`config.mk`:
```
export PLATFORM = sky130hd
export DESIGN_NAME = spmq_cell
export DESIGN_NICKNAME = d
export VERILOG_FILES = /design/src/hw/rtl/spmq_pkg.sv /design/src/hw/rtl/spmq_cell.sv
export SDC_FILE = /design/constraint.sdc
export NUM_CORES = 1
export LEC_CHECK = 0
export BUFFER_PORTS_ARGS = -buffer_cell sky130_fd_sc_hd__clkbuf_2
export CAP_MARGIN = 15
export CORE_ASPECT_RATIO = 1.75
export CORE_MARGIN = 2
export CORE_UTILIZATION = 42
export DETAILED_ROUTE_END_ITERATION = 10
export PLACE_DENSITY_LB_ADDON = 0.12
export SLEW_MARGIN = 5
export SYNTH_ARGS = -nofsm -noshare
export SYNTH_HDL_FRONTEND = slang
export SYNTH_SLANG_ARGS = --single-unit
export TNS_END_PERCENT = 20
```
`constraint.sdc`:
```
create_clock -name clk_i -period 5.36 [get_ports clk_i]
set_input_delay 0.804 -clock clk_i [delete_from_list [all_inputs] [get_ports clk_i]]
set_output_delay 0.804 -clock clk_i [all_outputs]
set_load 0.02 [all_outputs]
```
`src/hw/rtl/spmq_pkg.sv`:
```
// Shared types and constants for the step pulse merge queue.
package spmq_pkg;

  // Field widths
  localparam int unsigned StampW  = 32;
  localparam int unsigned MaskW   = 2;
  localparam int unsigned StatusW = 3;

  // Default number of cells in the sorted chain
  localparam int unsigned DefDepth = 256;

  // Fan-in of one stage of the equal-match reduction tree
  localparam int unsigned FanLog = 4;
  localparam int unsigned FanIn  = 1 << FanLog;

  // Operation codes
  localparam logic OpInsert = 1'b0;
  localparam logic OpPop    = 1'b1;

  // Axis masks
  localparam logic [MaskW-1:0] MaskYaw   = 2'b01;
  localparam logic [MaskW-1:0] MaskPitch = 2'b10;

  // Result status codes
  localparam logic [StatusW-1:0] StPopped   = 3'd0;
  localparam logic [StatusW-1:0] StInserted = 3'd1;
  localparam logic [StatusW-1:0] StMerged   = 3'd2;
  localparam logic [StatusW-1:0] StEmpty    = 3'd3;
  localparam logic [StatusW-1:0] StFull     = 3'd4;

  // Command broadcast from the sequencer to every cell
  typedef struct packed {
    logic              cmp_en;    // latch compare flags against stamp
    logic              ins_en;    // open a slot and shift right
    logic              merge_en;  // OR pulse_bit into the equal cell
    logic              pop_en;    // shift left, dropping the head
    logic [StampW-1:0] stamp;
    logic [MaskW-1:0]  pulse_bit;
  } cell_cmd_t;

endpackage

```
`src/hw/rtl/spmq_cell.sv`:
```
// One slot of the sorted pulse chain: time, axis mask and compare flags.
module spmq_cell
  import spmq_pkg::*;
(
  input  logic              clk_i,
  input  logic              rst_ni,
  input  cell_cmd_t         cmd_i,
  input  logic              left_lt_i,
  input  logic [StampW-1:0] left_time_i,
  input  logic [MaskW-1:0]  left_mask_i,
  input  logic [StampW-1:0] right_time_i,
  input  logic [MaskW-1:0]  right_mask_i,
  output logic [StampW-1:0] time_o,
  output logic [MaskW-1:0]  mask_o,
  output logic              lt_o,
  output logic              eq_o
);

  logic [StampW-1:0] time_q, time_d;
  logic [MaskW-1:0]  mask_q, mask_d;
  logic              lt_q, eq_q;
  logic              valid;
  logic              time_we;

  // A live slot always carries at least one axis bit
  assign valid = |mask_q;

  // Slot update: merge, insert shift or pop shift
  always_comb begin
    time_d  = time_q;
    mask_d  = mask_q;
    time_we = 1'b0;
    if (cmd_i.merge_en && eq_q) begin
      mask_d = mask_q | cmd_i.pulse_bit;
    end else if (cmd_i.ins_en && !lt_q) begin
      time_we = 1'b1;
      if (left_lt_i) begin
        time_d = cmd_i.stamp;
        mask_d = cmd_i.pulse_bit;
      end else begin
        time_d = left_time_i;
        mask_d = left_mask_i;
      end
    end else if (cmd_i.pop_en) begin
      time_we = 1'b1;
      time_d  = right_time_i;
      mask_d  = right_mask_i;
    end
  end

  // Mask and flags
  always_ff @(posedge clk_i or negedge rst_ni) begin
    if (!rst_ni) begin
      mask_q <= '0;
      lt_q   <= 1'b0;
      eq_q   <= 1'b0;
    end else begin
      mask_q <= mask_d;
      if (cmd_i.cmp_en) begin
        lt_q <= valid && (time_q < cmd_i.stamp);
        eq_q <= valid && (time_q == cmd_i.stamp);
      end
    end
  end

  // Stamp storage, no reset
  always_ff @(posedge clk_i) begin
    if (time_we) begin
      time_q <= time_d;
    end
  end

  assign time_o = time_q;
  assign mask_o = mask_q;
  assign lt_o   = lt_q;
  assign eq_o   = eq_q;

endmodule

```
==> out/metrics.csv <==
metric,value,unit
Reg-to-Reg End,time_o[0],
initial antenna violation count,0,
Die Span X,64.09,um
1st-iter DRT viols,60,
Worst R2R Start,lt_o,
CP arrival,2.34,ns
TritonCTS Buffers,5,
post-cts hold buffer count,0,
PortBufs,144,
Leakage Power,0.001926,uW
Vias,2497,
post-synthesis sequential area ratio,0.3998,
reg2reg setup slack,3.03,ns
switch share,0.3668,
# Max-Cap Violations,0,
Synth Register Bits,36,
"EDFF count, synth",32,
# rows,38,
Final #Nets,560,
worst slew pin tran,0.5973,ns
DRC viols,0,
Syn Area/Cell,9.615,um^2
RSZ-0062 raised after global routing,no,
Max IR drop VDD,0.1690,mV
WL per Instance,13.37,um
status,finished clean,
ant diodes,0,
share of cells above drive strength 1,0.3810,
PD cells,280.1,nW/um^2
"Remaining Overflow, GRT",0,
DR vias/cell,4.994,
cts repair resizes,0,
Async SR Flop Fraction,0.1111,
FMAX,421.5,MHz
H-tree depth,2,
die area,6996,um^2
Post-CTS Setup Repair Bufs,0,
CP Cell Sequence,clkbuf_2 > nand2b_2 > buf_4 > a22o_1 > inv_1 > buf_4,
Mapped Cells,276,
crit path launch type,primary input,
Initial Utilization,0.4327,
area grow syn2layout,33.52,%
final hold violation count,0,
Cell Count Post-Placement,492,
Final HPWL DP,5496,um
Syn Nets,417,
Seq pwr share,0.412,
CTS Root Buffer Type,clkbuf_8,
CTS Buffer Depth,2,
"Top FF cell, synth",edfxtp_1,
Ys Warns,0,
most frequent CP cell,buf_4,
minimum clock period,2.372,ns
Worst Clk Skew,0.006151,ns
Int Power,628.5,uW
Syn Std Cell Area,2654,um^2
Finished Layout Cells,500,
setup TNS,0,ns
Fillers,547,
DRT antenna net count,0,
r2r worst-path depth,5,
worst-path fanout max,69,
"Clk Latency, worst-skew pair",0.29,ns
CTS Sinks,36,
"Slew Viols, Final",0,
fin crit share,0.4426,
Die Height,109.2,um
routed wire length,6683,um
count of endpoints failing setup in the final report,0,
Comb pwr share,0.386,
Tot GR Track Use,0.1978,
clock share of power,0.202,
vias in the first global route,2518,
Clock transition at path regs,0.07,ns
Worst setup EP type,flop,
largest net degree at the start of global routing,70,
Final Wtd Congestion,0.7742,
"Slowest-stage cell, CP",buf_4,
Worst path max stage delay,0.38,ns
first-pass GRT wire length,10780,um
Setup CP Type,in -> reg,
"Data required, critical path",5.32,ns
I/O pin cnt,145,
Switch Pwr,364.1,uW
worst min path class,in -> async,
Slew HR,0.6018,
sequential cell area,1061,um^2
Synth cell types,34,
drt pass-1 iters,4,
CTS tree,yes,
core area,6133,um^2
area of the multi-input gates,1411,um^2
hold_ws,0.3073,ns
[layout by cell type (no fill, tap or decap), types with 2 or more instances in the layout]
| cell type | instances |
|---|---|
| clkbuf_2 | 144 |
| nand2_1 | 38 |
| inv_1 | 36 |
| mux2i_1 | 34 |
| ha_1 | 32 |
| edfxtp_1 | 32 |
| o21ai_0 | 29 |
| a21oi_1 | 16 |
| o21ai_1 | 8 |
| nand4_1 | 7 |
| nor2_1 | 6 |
| clkbuf_8 | 6 |
| dfrtp_1 | 4 |
| nand3_1 | 3 |
| buf_4 | 3 |
| clkinv_2 | 2 |
[sequential cells by signal, summed over array words and instances, names as in the netlist]
signal,cells
eq_o,1
time_o,32
lt_o,1
mask_o,2
[cell families after synthesis]
logic type / share of synthesized area
AOI/OAI and AO/OA: 0.1410
and+or+nand+nor: 0.1108
buffers and inverters: 0.06931
muxes: 0.1282
DFF: 0.3998
adders and majority gates: 0.1509
[layer usage]
layer  GRT usage  share of wire
met1      0.2117           0.36
met2      0.3839           0.57
met3     0.03199          0.064
met4     0.06839          0.013
met5           0              0
[worst max-delay path by stage]
stage | startpoint | end | cells past startpoint
2_1_floorplan | cmd_i[36] | time_o[0] | 3
3_3_place_gp | cmd_i[36] | time_o[13] | 6
3_5_place_dp | cmd_i[36] | time_o[11] | 6
4_1_cts | cmd_i[36] | time_o[0] | 6
5_1_grt | cmd_i[36] | time_o[0] | 6
6_report | cmd_i[36] | time_o[0] | 6
[power by group through the flow]
stage | Clock (uW) | Sequential, uW | Combinational (uW)
3_3_place_gp | 0 | 415 | 384
4_1_cts | 205 | 410 | 392
5_1_grt | 215 | 417 | 434
6_report | 200 | 409 | 383
2_1_floorplan | 0 | 477 | 179
3_5_place_dp | 0 | 416 | 388
[area by class of cell]
class,instances,share of cell area
sequential,36,0.2994
multi-input combinational,193,0.3983
inverter,36,0.03814
timing repair buffer,147,0.2097
clock inverter,2,0.002825
clock buffer,6,0.02331
tap,80,0.02825
[critical path: cells and delay by family]
| family | cells | cell delay, ns |
|---|---|---|
| buffers and inverters | 4 | 1.11 |
| AO/OA/AOI/OAI | 1 | 0.33 |
| AND/OR/NAND/NOR | 1 | 0.05 |
[synth_stat cells (all sizes together), types with 2 or more instances]
master | count | area share
nand2 | 38 | 0.054
o21ai | 37 | 0.070
inv | 36 | 0.051
mux2i | 34 | 0.13
edfxtp | 32 | 0.36
ha | 32 | 0.15
a21oi | 16 | 0.030
nand4 | 8 | 0.021
buf | 6 | 0.011
nor2 | 6 | 0.0085
clkbuf | 5 | 0.0071
dfrtp | 4 | 0.038
nand3 | 3 | 0.0057
a21boi | 2 | 0.0071
nor4 | 2 | 0.013
[stage by stage]
stage	util	cell area (um^2)	total power (uW)	worst slack, ns
after CTS	0.5777	3543	1007	2.954
after floorplan	-	2654	655.7	3.166
after detailed placement	0.5626	3451	804.7	2.646
after global routing	0.5777	3543	1065	2.839
after global placement	0.5626	3451	798.5	2.694
final	0.5777	3543	992.6	2.988
No activity file was read; power rests on OpenSTA's default activity.
