<file path="src/hw/rtl/spmq_pkg.sv">
// Shared types and constants for the step pulse merge queue.
package spmq_pkg;

  // Field widths
  localparam int unsigned StampW  = 32;
  localparam int unsigned MaskW   = 2;
  localparam int unsigned StatusW = 3;

  // Default number of cells in the sorted chain
  localparam int unsigned DefDepth = 256;

  // Fan-in of one stage of the equal-match reduction tree
  localparam int unsigned FanLog = 4;
  localparam int unsigned FanIn  = 1 << FanLog;

  // Operation codes
  localparam logic OpInsert = 1'b0;
  localparam logic OpPop    = 1'b1;

  // Axis masks
  localparam logic [MaskW-1:0] MaskYaw   = 2'b01;
  localparam logic [MaskW-1:0] MaskPitch = 2'b10;

  // Result status codes
  localparam logic [StatusW-1:0] StPopped   = 3'd0;
  localparam logic [StatusW-1:0] StInserted = 3'd1;
  localparam logic [StatusW-1:0] StMerged   = 3'd2;
  localparam logic [StatusW-1:0] StEmpty    = 3'd3;
  localparam logic [StatusW-1:0] StFull     = 3'd4;

  // Command broadcast from the sequencer to every cell
  typedef struct packed {
    logic              cmp_en;    // latch compare flags against stamp
    logic              ins_en;    // open a slot and shift right
    logic              merge_en;  // OR pulse_bit into the equal cell
    logic              pop_en;    // shift left, dropping the head
    logic [StampW-1:0] stamp;
    logic [MaskW-1:0]  pulse_bit;
  } cell_cmd_t;

endpackage

</file>
<file path="src/hw/rtl/spmq_or_tree.sv">
// Registered OR reduction of the per-cell equal flags.
module spmq_or_tree
  import spmq_pkg::*;
#(
  parameter int unsigned N      = DefDepth,
  parameter int unsigned LEVELS = 2
) (
  input  logic         clk_i,
  input  logic [N-1:0] flag_i,
  output logic         any_o
);

  localparam int unsigned PadW = 1 << (FanLog * LEVELS);

  logic [PadW-1:0] src   [LEVELS];
  logic [PadW-1:0] lvl_d [LEVELS];
  logic [PadW-1:0] lvl_q [LEVELS];

  // Level k reads the padded flags or the previous level
  always_comb begin
    for (int k = 0; k < LEVELS; k++) begin
      if (k == 0) begin
        src[k] = PadW'(flag_i);
      end else begin
        src[k] = lvl_q[k-1];
      end
    end
  end

  // Each output bit ORs one group of FanIn inputs
  always_comb begin
    for (int k = 0; k < LEVELS; k++) begin
      lvl_d[k] = '0;
      for (int j = 0; j < PadW / FanIn; j++) begin
        lvl_d[k][j] = |src[k][FanIn*j +: FanIn];
      end
    end
  end

  always_ff @(posedge clk_i) begin
    for (int k = 0; k < LEVELS; k++) begin
      lvl_q[k] <= lvl_d[k];
    end
  end

  assign any_o = lvl_q[LEVELS-1][0];

endmodule

</file>
<file path="config.mk">
export PLATFORM = sky130hd
export DESIGN_NAME = spmq_or_tree
export DESIGN_NICKNAME = d
export VERILOG_FILES = /design/src/hw/rtl/spmq_pkg.sv /design/src/hw/rtl/spmq_or_tree.sv
export SDC_FILE = /design/constraint.sdc
export NUM_CORES = 1
export LEC_CHECK = 0
export BUFFER_PORTS_ARGS = -buffer_cell sky130_fd_sc_hd__clkbuf_2
export CAP_MARGIN = 20
export CORE_AREA = 2 2 100 102
export CTS_BUF_LIST = sky130_fd_sc_hd__clkbuf_4 sky130_fd_sc_hd__clkbuf_8
export CTS_CLUSTER_DIAMETER = 50
export DETAILED_ROUTE_END_ITERATION = 8
export DIE_AREA = 0 0 102 104
export GPL_ROUTABILITY_DRIVEN = 0
export GPL_TIMING_DRIVEN = 0
export PLACE_DENSITY_LB_ADDON = 0.08
export RECOVER_POWER = 100
export REMOVE_ABC_BUFFERS = 1
export SYNTH_ARGS = -nofsm -noshare
export SYNTH_HDL_FRONTEND = slang
export SYNTH_SLANG_ARGS = --single-unit
</file>
<file path="constraint.sdc">
create_clock -name clk_i -period 0.8 [get_ports clk_i]
set_input_delay 0.12 -clock clk_i [delete_from_list [all_inputs] [get_ports clk_i]]
set_output_delay 0.12 -clock clk_i [all_outputs]
set_load 0.02 [all_outputs]
</file>
==> metrics.cfg, run 1 <==
[sta]
rsz0062_at_grt = true
slew_violations = 0
fmax_mhz = 1190
setup_viol = 2
fin_ws_ps = -43.2
fin_crit_ps = 843
relSlewSlack_pct = 80.3
tightest_slew_ps = 294
hold_viol = 0
skew_ps = 1.68
setup_tns_ps = -78.7
fin_crit_sh_pct = 105

[finish]
fin_nets = 621
syn_to_final_growth_pct = 179
top_register = lvl_q
largest_reg_flops = 17
final_area_um2 = 2440
n_antenna_cell = 0
drive_above_1_share_pct = 73.6
top_regs = lvl_q: 17 flops

[clock_tree]
htree_levels = 1
clk_pin_slew_worst_paths_ps = 70
post_cts_buffers = 0
clk_latency_ps = 250
clockBufferDepth = 2
cts_buffers = 3
cts_tree = built
clockRootBuffer = clkbuf_8
clkSinkCount = 17
postCtsHoldBufs = 0

[routing]
via_per_inst = 3.91
drt-total-wl_um = 5500
vias = 1941
drtIter0Drc = 32
drtPass1Iterations = 4
wl_per_cell_um = 11.1
drc = 0
drtAntennaViolNets = 0

[worst_setup_path]
crit_path_end_kind = output port
slowest_delay_ps = 330
critPathSlowestCell = dfxtp_1
worstPathRequired_ps = 680
r2r_start = lvl_q[0][10]
crit_family = flip-flops
crit_chain = clkbuf_8
start_kind = register
critPathKind = reg -> out
arrival_ps = 720
rr_endpoint = lvl_q[0][16]
crit_path_max_fanout = 1
reg2reg_depth = 2
cp.buffers_inverters = 1
r2r_slack_ps = -40
cp.depth = 1

[min_path]
hold_class = in -> reg
whs_endpoint = lvl_q[0][12]
hold_path_startpoint = flag_i[206]
hold_path_depth = 3

[power_and_ir_drop]
max-vdd-ir-drop_mv = 0.406
power_density_nw_per_um2 = 899
leakagePower_nw = 1.31
power.total_w = 0.00219

[die]
rows = 36
die_y_um = 104
io_pins = 258
die_width_um = 102
dieArea_um2 = 10600
initial_utilization_pct = 9.13
fp.coreArea_um2 = 9550

[global_routing]
grt_overflow_total = 0
antenna_found_initial = 0
met3_usage_pct = 2.02
grt_max_degree = 10
top_usage_layer = met2
grt_pass1_vias = 1890
grt_util_met1_pct = 8.21
grt_use_met2_pct = 20.5
grt_first_pass_wirelength_um = 7740
grt_usage_pct = 9.30

[synth]
syn_area_per_cell_um2 = 8.55
yosysSeqAreaShare_pct = 39.0
yosysUniqueCellTypes = 3
synth_area_um2 = 872
ys_seq_elements = 17
yosysWarnings = 0
netlist_instances = 102

[outcome]
status = complete, but fails checks
violations = setup timing

[place]
place_hpwl_um = 5290
dp_slack_ps = -181
placed_area_um2 = 2320
numPortBuffers = 257

[flow_run]
maxCapViolCount = 0

worst register-to-register path: stages, from the launching register on:
cell and delay [ps]:
dfxtp_2 330, nor4_4 280, nand4_1 100
worst max-delay path by stage:
stage | start | end | slack (ps)
5_1_grt | lvl_q[0][10] | lvl_q[0][16] | -90
6_report | lvl_q[0][16] | any_o | -40
3_5_place_dp | lvl_q[0][10] | lvl_q[0][16] | -180
3_3_place_gp | lvl_q[0][0] | lvl_q[0][16] | -210
2_1_floorplan | lvl_q[0][2] | lvl_q[0][16] | 40
4_1_cts | lvl_q[0][15] | lvl_q[0][16] | -70
placed cells by master, fill, tap and decap left out:
cell and n:
nor4_2 1, dfxtp_1 14, clkbuf_1 1, dfxtp_2 3, clkbuf_8 4, nor4_4 3, nand4_1 17, nor4_1 64
clkbuf_4 1, clkbuf_2 255
cell families after synthesis:
family,count (synthesis),share of synthesized area [%]
and+or+nand+nor,85,61.0
DFF,17,39.0
routing by layer:
metal | wire (um) | vias up
met3 | 565 | 2
li1 | - | 997
met1 | 1750 | 815
met4 | 29 | 0
met5 | 0 | -
met2 | 3160 | 127
synthesized netlist by cell type:
library cell / number / area [um^2]
dfxtp_1: 17 / 340
nand4_1: 17 / 106
nor4_1: 68 / 425
stage by stage:
stage	hold WS [ps]	utilization, %	instances
after detailed placement	320	24.3	492
after floorplan	223	-	102
final	66.6	25.5	496
after global placement	329	24.3	492
after global routing	66.7	25.5	496
after CTS	59.4	25.4	496
layout make-up:
cell class                 count  area (um^2)
multi-input combinational     85          583
timing repair buffer         257         1290
clock buffer                   4         48.8
sequential                    17          344
tap                          133          166
fill                        1086         7110
repair_timing:
item / CTS / global route
pin swaps: 3 / 2
resized for setup: 10 / 2
endpoints found under the setup margin: 2 / 2
power breakdown:
group | switching [W] | internal, W
Combinational | 0.000194 | 0.000473
Sequential | 0.0000000152 | 0.000846
Clock | 0.000291 | 0.000387
Total | 0.000485 | 0.00171
(Power assumes the default switching activity.)
==> inputs of run 2 (changes only) <==
Settings changed: ABC_AREA from default to 1, CORE_AREA 2 2 100 102 to 2 2 99 101, DIE_AREA 0 0 102 104 to 0 0 101 103.
==> run 2 against run 1 <==
Effect of this change:
- the flow still finishes with violations (setup timing)
- clock skew rose by 6.1 ps
- first-iteration DRC count fell by 66%
- utilization rose by 4.0 points
- critical path depth did not move
- synthesized area rose by 49%
- largest cell class unchanged
- power rose by 4.1%
- clock-buffer cell count fell by 1
- sequential cell count did not move
- wire length rose by 3.0%
- fmax rose by 2.9%
==> metrics.cfg, run 2 <==
[finish]
seq_area_um2 = 342
syn_to_final_growth_pct = 115
n_antenna_cell = 0
fin_nets = 791
top_regs = lvl_q: 17 flops
largest_reg_flops = 17
multi_input_area_um2 = 962
final_cell_mix = clkbuf_2, nor2_1, nand2_1, dfxtp_1, clkbuf_8
final_area_um2 = 2790
top_register = lvl_q
n_fill_cell = 1141
layout_commonest_cell = clkbuf_2
final_cells = 647
drive_above_1_share_pct = 49.5

[global_routing]
grt_usage_pct = 9.38
antenna_found_initial = 0
grt_pass1_vias = 2073
grt_max_degree = 11
grt_first_pass_wirelength_um = 7850
grt_overflow_total = 0

[worst_setup_path]
critPathSlowestCell = dfxtp_2
crit_path_end_kind = output port
crit_chain = buf_8
start_kind = register
crit_family = flip-flops
reg2reg_depth = 4
critPathKind = reg -> out
cp.depth = 1
arrival_ps = 700
worstPathRequired_ps = 680
crit_path_max_fanout = 1
cp.buffers_inverters = 1
slowest_delay_ps = 330

[synth]
muxShareOfSynthArea_pct = 0
synthAdderAreaFrac_pct = 0
synth_top_family_by_area = simple AND/OR/NAND/NOR gates
netlist_instances = 272
synth-async-reset-ratio_pct = 0
synth_common_cells = nor2_1, nand2_1, dfxtp_1
syn_area_per_cell_um2 = 4.77
synth_edf_count = 0
synth_flop_cell = dfxtp_1
synth_top_cells_by_area = nor2_1, dfxtp_1, nand2_1
ys_seq_elements = 17
synth_area_um2 = 1300
synth_top_cell_area_share_pct = 49.2
synth_compound_area_share_pct = 0
synthSimpleGateAreaFrac_pct = 73.8
yosysUniqueCellTypes = 3
yosysWarnings = 0
synth_xor_area_share_pct = 0
yosysMostFrequentCell = nor2_1
yosysSeqAreaShare_pct = 26.2
synth_top_cell_by_area = nor2_1

[die]
dieArea_um2 = 10400
fp.coreArea_um2 = 9460
die_width_um = 101
rows = 36
io_pins = 258
die_y_um = 103
initial_utilization_pct = 13.7

[sta]
fmax_mhz = 1220
relSlewSlack_pct = 90.9
fin_crit_sh_pct = 102
setup_viol = 1
rsz0062_at_grt = true
slew_violations = 0
fin_crit_ps = 820
hold_ws_ps = 118
skew_ps = 7.76
fin_ws_ps = -19.7
hold_viol = 0
setup_tns_ps = -19.7
tightest_slew_ps = 135

[clock_tree]
clkSinkCount = 17
cts_tree = built
htree_levels = 1
clk_pin_slew_worst_paths_ps = 70
clk_latency_ps = 250
post_cts_buffers = 0
clockRootBuffer = clkbuf_8
cts_buffers = 3
clockBufferDepth = 2
postCtsHoldBufs = 0

[min_path]
hold_path_depth = 5
hold_class = in -> reg

[power_and_ir_drop]
leakagePower_nw = 1.55
power.total_w = 0.00228
max-vdd-ir-drop_mv = 0.526
power_density_nw_per_um2 = 817

[place]
placed_cells = 643
place_hpwl_um = 5470
numPortBuffers = 257
placed_area_um2 = 2730

[routing]
drtPass1Iterations = 4
drt-total-wl_um = 5670
drc = 0
drtIter0Drc = 11
wl_per_cell_um = 8.76
drtAntennaViolNets = 0
vias = 2343
via_per_inst = 3.62

[outcome]
status = complete, but fails checks
violations = setup timing

[flow_run]
maxCapViolCount = 0

==> run 2: changes by cell type after synthesis <==
cell / previous run / this run
nor2_1: 0 / 170
nor4_1: 68 / 0
nand2_1: 0 / 85
nand4_1: 17 / 0
==> run 2: worst register-to-register path: stages (launching register included) <==
cell	delay, ps
dfxtp_1	300
nor2_2	100
nand2_1	70
nor2_2	120
nand2_1	50
==> run 2: through the flow <==
step / setup slack (ps) / utilization (%)
global route: -53.9 / 29.5
finish: -19.7 / 29.5
global placement: -18.8 / 28.8
detailed placement: -22.8 / 28.8
CTS: -45.2 / 29.4
floorplan: 142 / -
==> run 2: cell type report <==
cell class	count	share of cell area (%)
clock buffer	3	1.48
clock inverter	1	0.179
multi-input combinational	255	34.5
sequential	17	12.2
tap	114	5.11
timing repair buffer	257	46.5
==> run 2: routing by layer <==
layer	vias to the layer above	routed length [um]	GRT usage, %	share of wire, %
li1	1338	-	-	-
met1	871	1910	8.93	34
met2	126	3150	19.6	55
met3	8	507	1.90	8.9
met4	0	102	3.22	1.8
met5	-	0	0	0
==> run 2: cell families (layout without fill, tap and decap cells) <==
family                 after synthesis  in the layout
and+or+nand+nor                    255            255
DFF                                 17             17
buffers and inverters                0            261
==> run 2: power by group <==
part           internal [W]   switching, W
Sequential         0.000846  0.00000000542
Clock              0.000345       0.000294
Combinational      0.000529       0.000266
==> run 2: timing repair <==
| action | 4_1_cts | 5_1_grt |
|---|---|---|
| pin swaps | 0 | 2 |
| gates cloned | 0 | 0 |
| resized for setup | 4 | 2 |
| setup endpoints to repair | 2 | 2 |
==> run 2: worst paths after layout <==
path / from / to / slack [ps]
setup / recovery: lvl_q[0][16] / any_o / -20
hold / removal: flag_i[32] / lvl_q[0][2] / 120
setup reg to reg: lvl_q[0][8] / lvl_q[0][16] / 60
hold reg to reg: lvl_q[0][4] / lvl_q[0][16] / 500
==> inputs of run 3 (changes only) <==
Settings changed: CORE_AREA 2 2 99 101 to 2 2 101 103, DIE_AREA 0 0 101 103 to 0 0 103 105, GPL_ROUTABILITY_DRIVEN 0 to default.
Clock period 0.8 ns to 0.88 ns, I/O delays scaled along.
==> run 3 against run 2 <==
Effect of this change:
- the run now ends clean
- sequential power down 9.1%
- critical path type unchanged
- critical endpoint unchanged
- via count up 2.0%
- wire length up 0.19%
==> metrics.cfg, run 3 (same netlist as run 2, synthesis figures left out) <==
[outcome]
status = finished, final reports clean

[global_routing]
grt_util_met1_pct = 8.91
grt_use_met2_pct = 21.2
grt_first_pass_wirelength_um = 8790
grt_max_degree = 10
met3_usage_pct = 2.61
antenna_found_initial = 0
top_usage_layer = met2
grt_usage_pct = 10.1
grt_pass1_vias = 2357
grt_overflow_total = 0

[clock_tree]
postCtsHoldBufs = 0
clk_pin_slew_worst_paths_ps = 70
ctsResizeCount = 0
clk_latency_ps = 250
cts_buffers = 3
post_cts_buffers = 0
clockRootBuffer = clkbuf_8
clkSinkCount = 17
clockBufferDepth = 2
htree_levels = 1
cts_tree = built

[worst_setup_path]
r2r_slack_ps = 130
cp.buffers_inverters = 1
crit_path_max_fanout = 1
crit_chain = buf_4
crit_path_end_kind = output port
slowest_delay_ps = 300
arrival_ps = 700
critPathSlowestCell = dfxtp_1
start_kind = register
crit_family = flip-flops
critPathKind = reg -> out
worstPathRequired_ps = 750

[finish]
syn_to_final_growth_pct = 116
n_antenna_cell = 0
layout_commonest_cell = clkbuf_2
drive_above_1_share_pct = 49.2
top_register = lvl_q
final_cell_mix = clkbuf_2, nor2_1, nand2_1, dfxtp_1, clkbuf_8
final_area_um2 = 2800
largest_reg_flops = 17
fin_nets = 791
seq_area_um2 = 340
multi_input_area_um2 = 960
n_fill_cell = 1172
fin_util_pct = 29.1
top_regs = lvl_q: 17 flops

[sta]
relSlewSlack_pct = 88.7
fin_crit_sh_pct = 94.2
tightest_slew_ps = 169
hold_ws_ps = 130
fin_crit_ps = 829
skew_ps = 4.30
rsz0062_at_grt = false
hold_viol = 0
slew_violations = 0
fmax_mhz = 1210
fin_ws_ps = 51.3
setup_viol = 0
setup_tns_ps = 0

[routing]
drt-total-wl_um = 5680
drtPass1Iterations = 2
via_per_inst = 3.59
drtIter0Drc = 26
drc = 0
drtAntennaViolNets = 0
vias = 2389
wl_per_cell_um = 8.53

[die]
die_width_um = 103
die_y_um = 105
initial_utilization_pct = 13.5
rows = 36
fp.coreArea_um2 = 9640
io_pins = 258
dieArea_um2 = 10800

[place]
placed_area_um2 = 2750
numPortBuffers = 257
gp_congestion = 0.700
place_hpwl_um = 5550
dp_slack_ps = 48.0

[power_and_ir_drop]
leakagePower_nw = 1.55
power_density_nw_per_um2 = 748
max-vdd-ir-drop_mv = 0.398

[flow_run]
maxCapViolCount = 0

[min_path]
hold_class = in -> reg

-- run 3: metrics by stage --
step,cells,total power [W]
after floorplan,272,0.000952
after global placement,662,0.00151
after detailed placement,662,0.00152
after CTS,666,0.00215
after global routing,666,0.00228
final,666,0.00210
-- run 3: layout make-up --
cell class,instances,area share (%)
timing repair buffer,257,46.0
multi-input combinational,255,34.2
sequential,17,12.1
tap,133,5.93
clock buffer,4,1.74
-- run 3: tightest hold or removal path: stages --
cell	delay (ps)
clkbuf_2	70
nor2_1	30
nand2_1	50
nor2_1	30
nand2_1	40
-- run 3: per-layer routing --
| metal | vias up | share of wire, % |
|---|---|---|
| met5 | - | 0 |
| li1 | 1337 | - |
| met4 | 0 | 0.70 |
| met2 | 141 | 53 |
| met3 | 2 | 13 |
| met1 | 909 | 34 |
-- run 3: power by group --
group / leakage [nW] / total, W / internal [W] / switching, W
clock: 0.0262 / 0.000608 / 0.000351 / 0.000256
combinational: 1.38 / 0.000721 / 0.000481 / 0.000240
sequential: 0.138 / 0.000769 / 0.000769 / 0.00000000459
total: 1.55 / 0.00210 / 0.00160 / 0.000496
-- run 3: final timing paths --
check,from,endpoint,cells past startpoint
max,lvl_q[0][16],any_o,1
min,flag_i[160],lvl_q[0][10],5
max reg2reg,lvl_q[0][1],lvl_q[0][16],4
min reg2reg,lvl_q[0][8],lvl_q[0][16],4
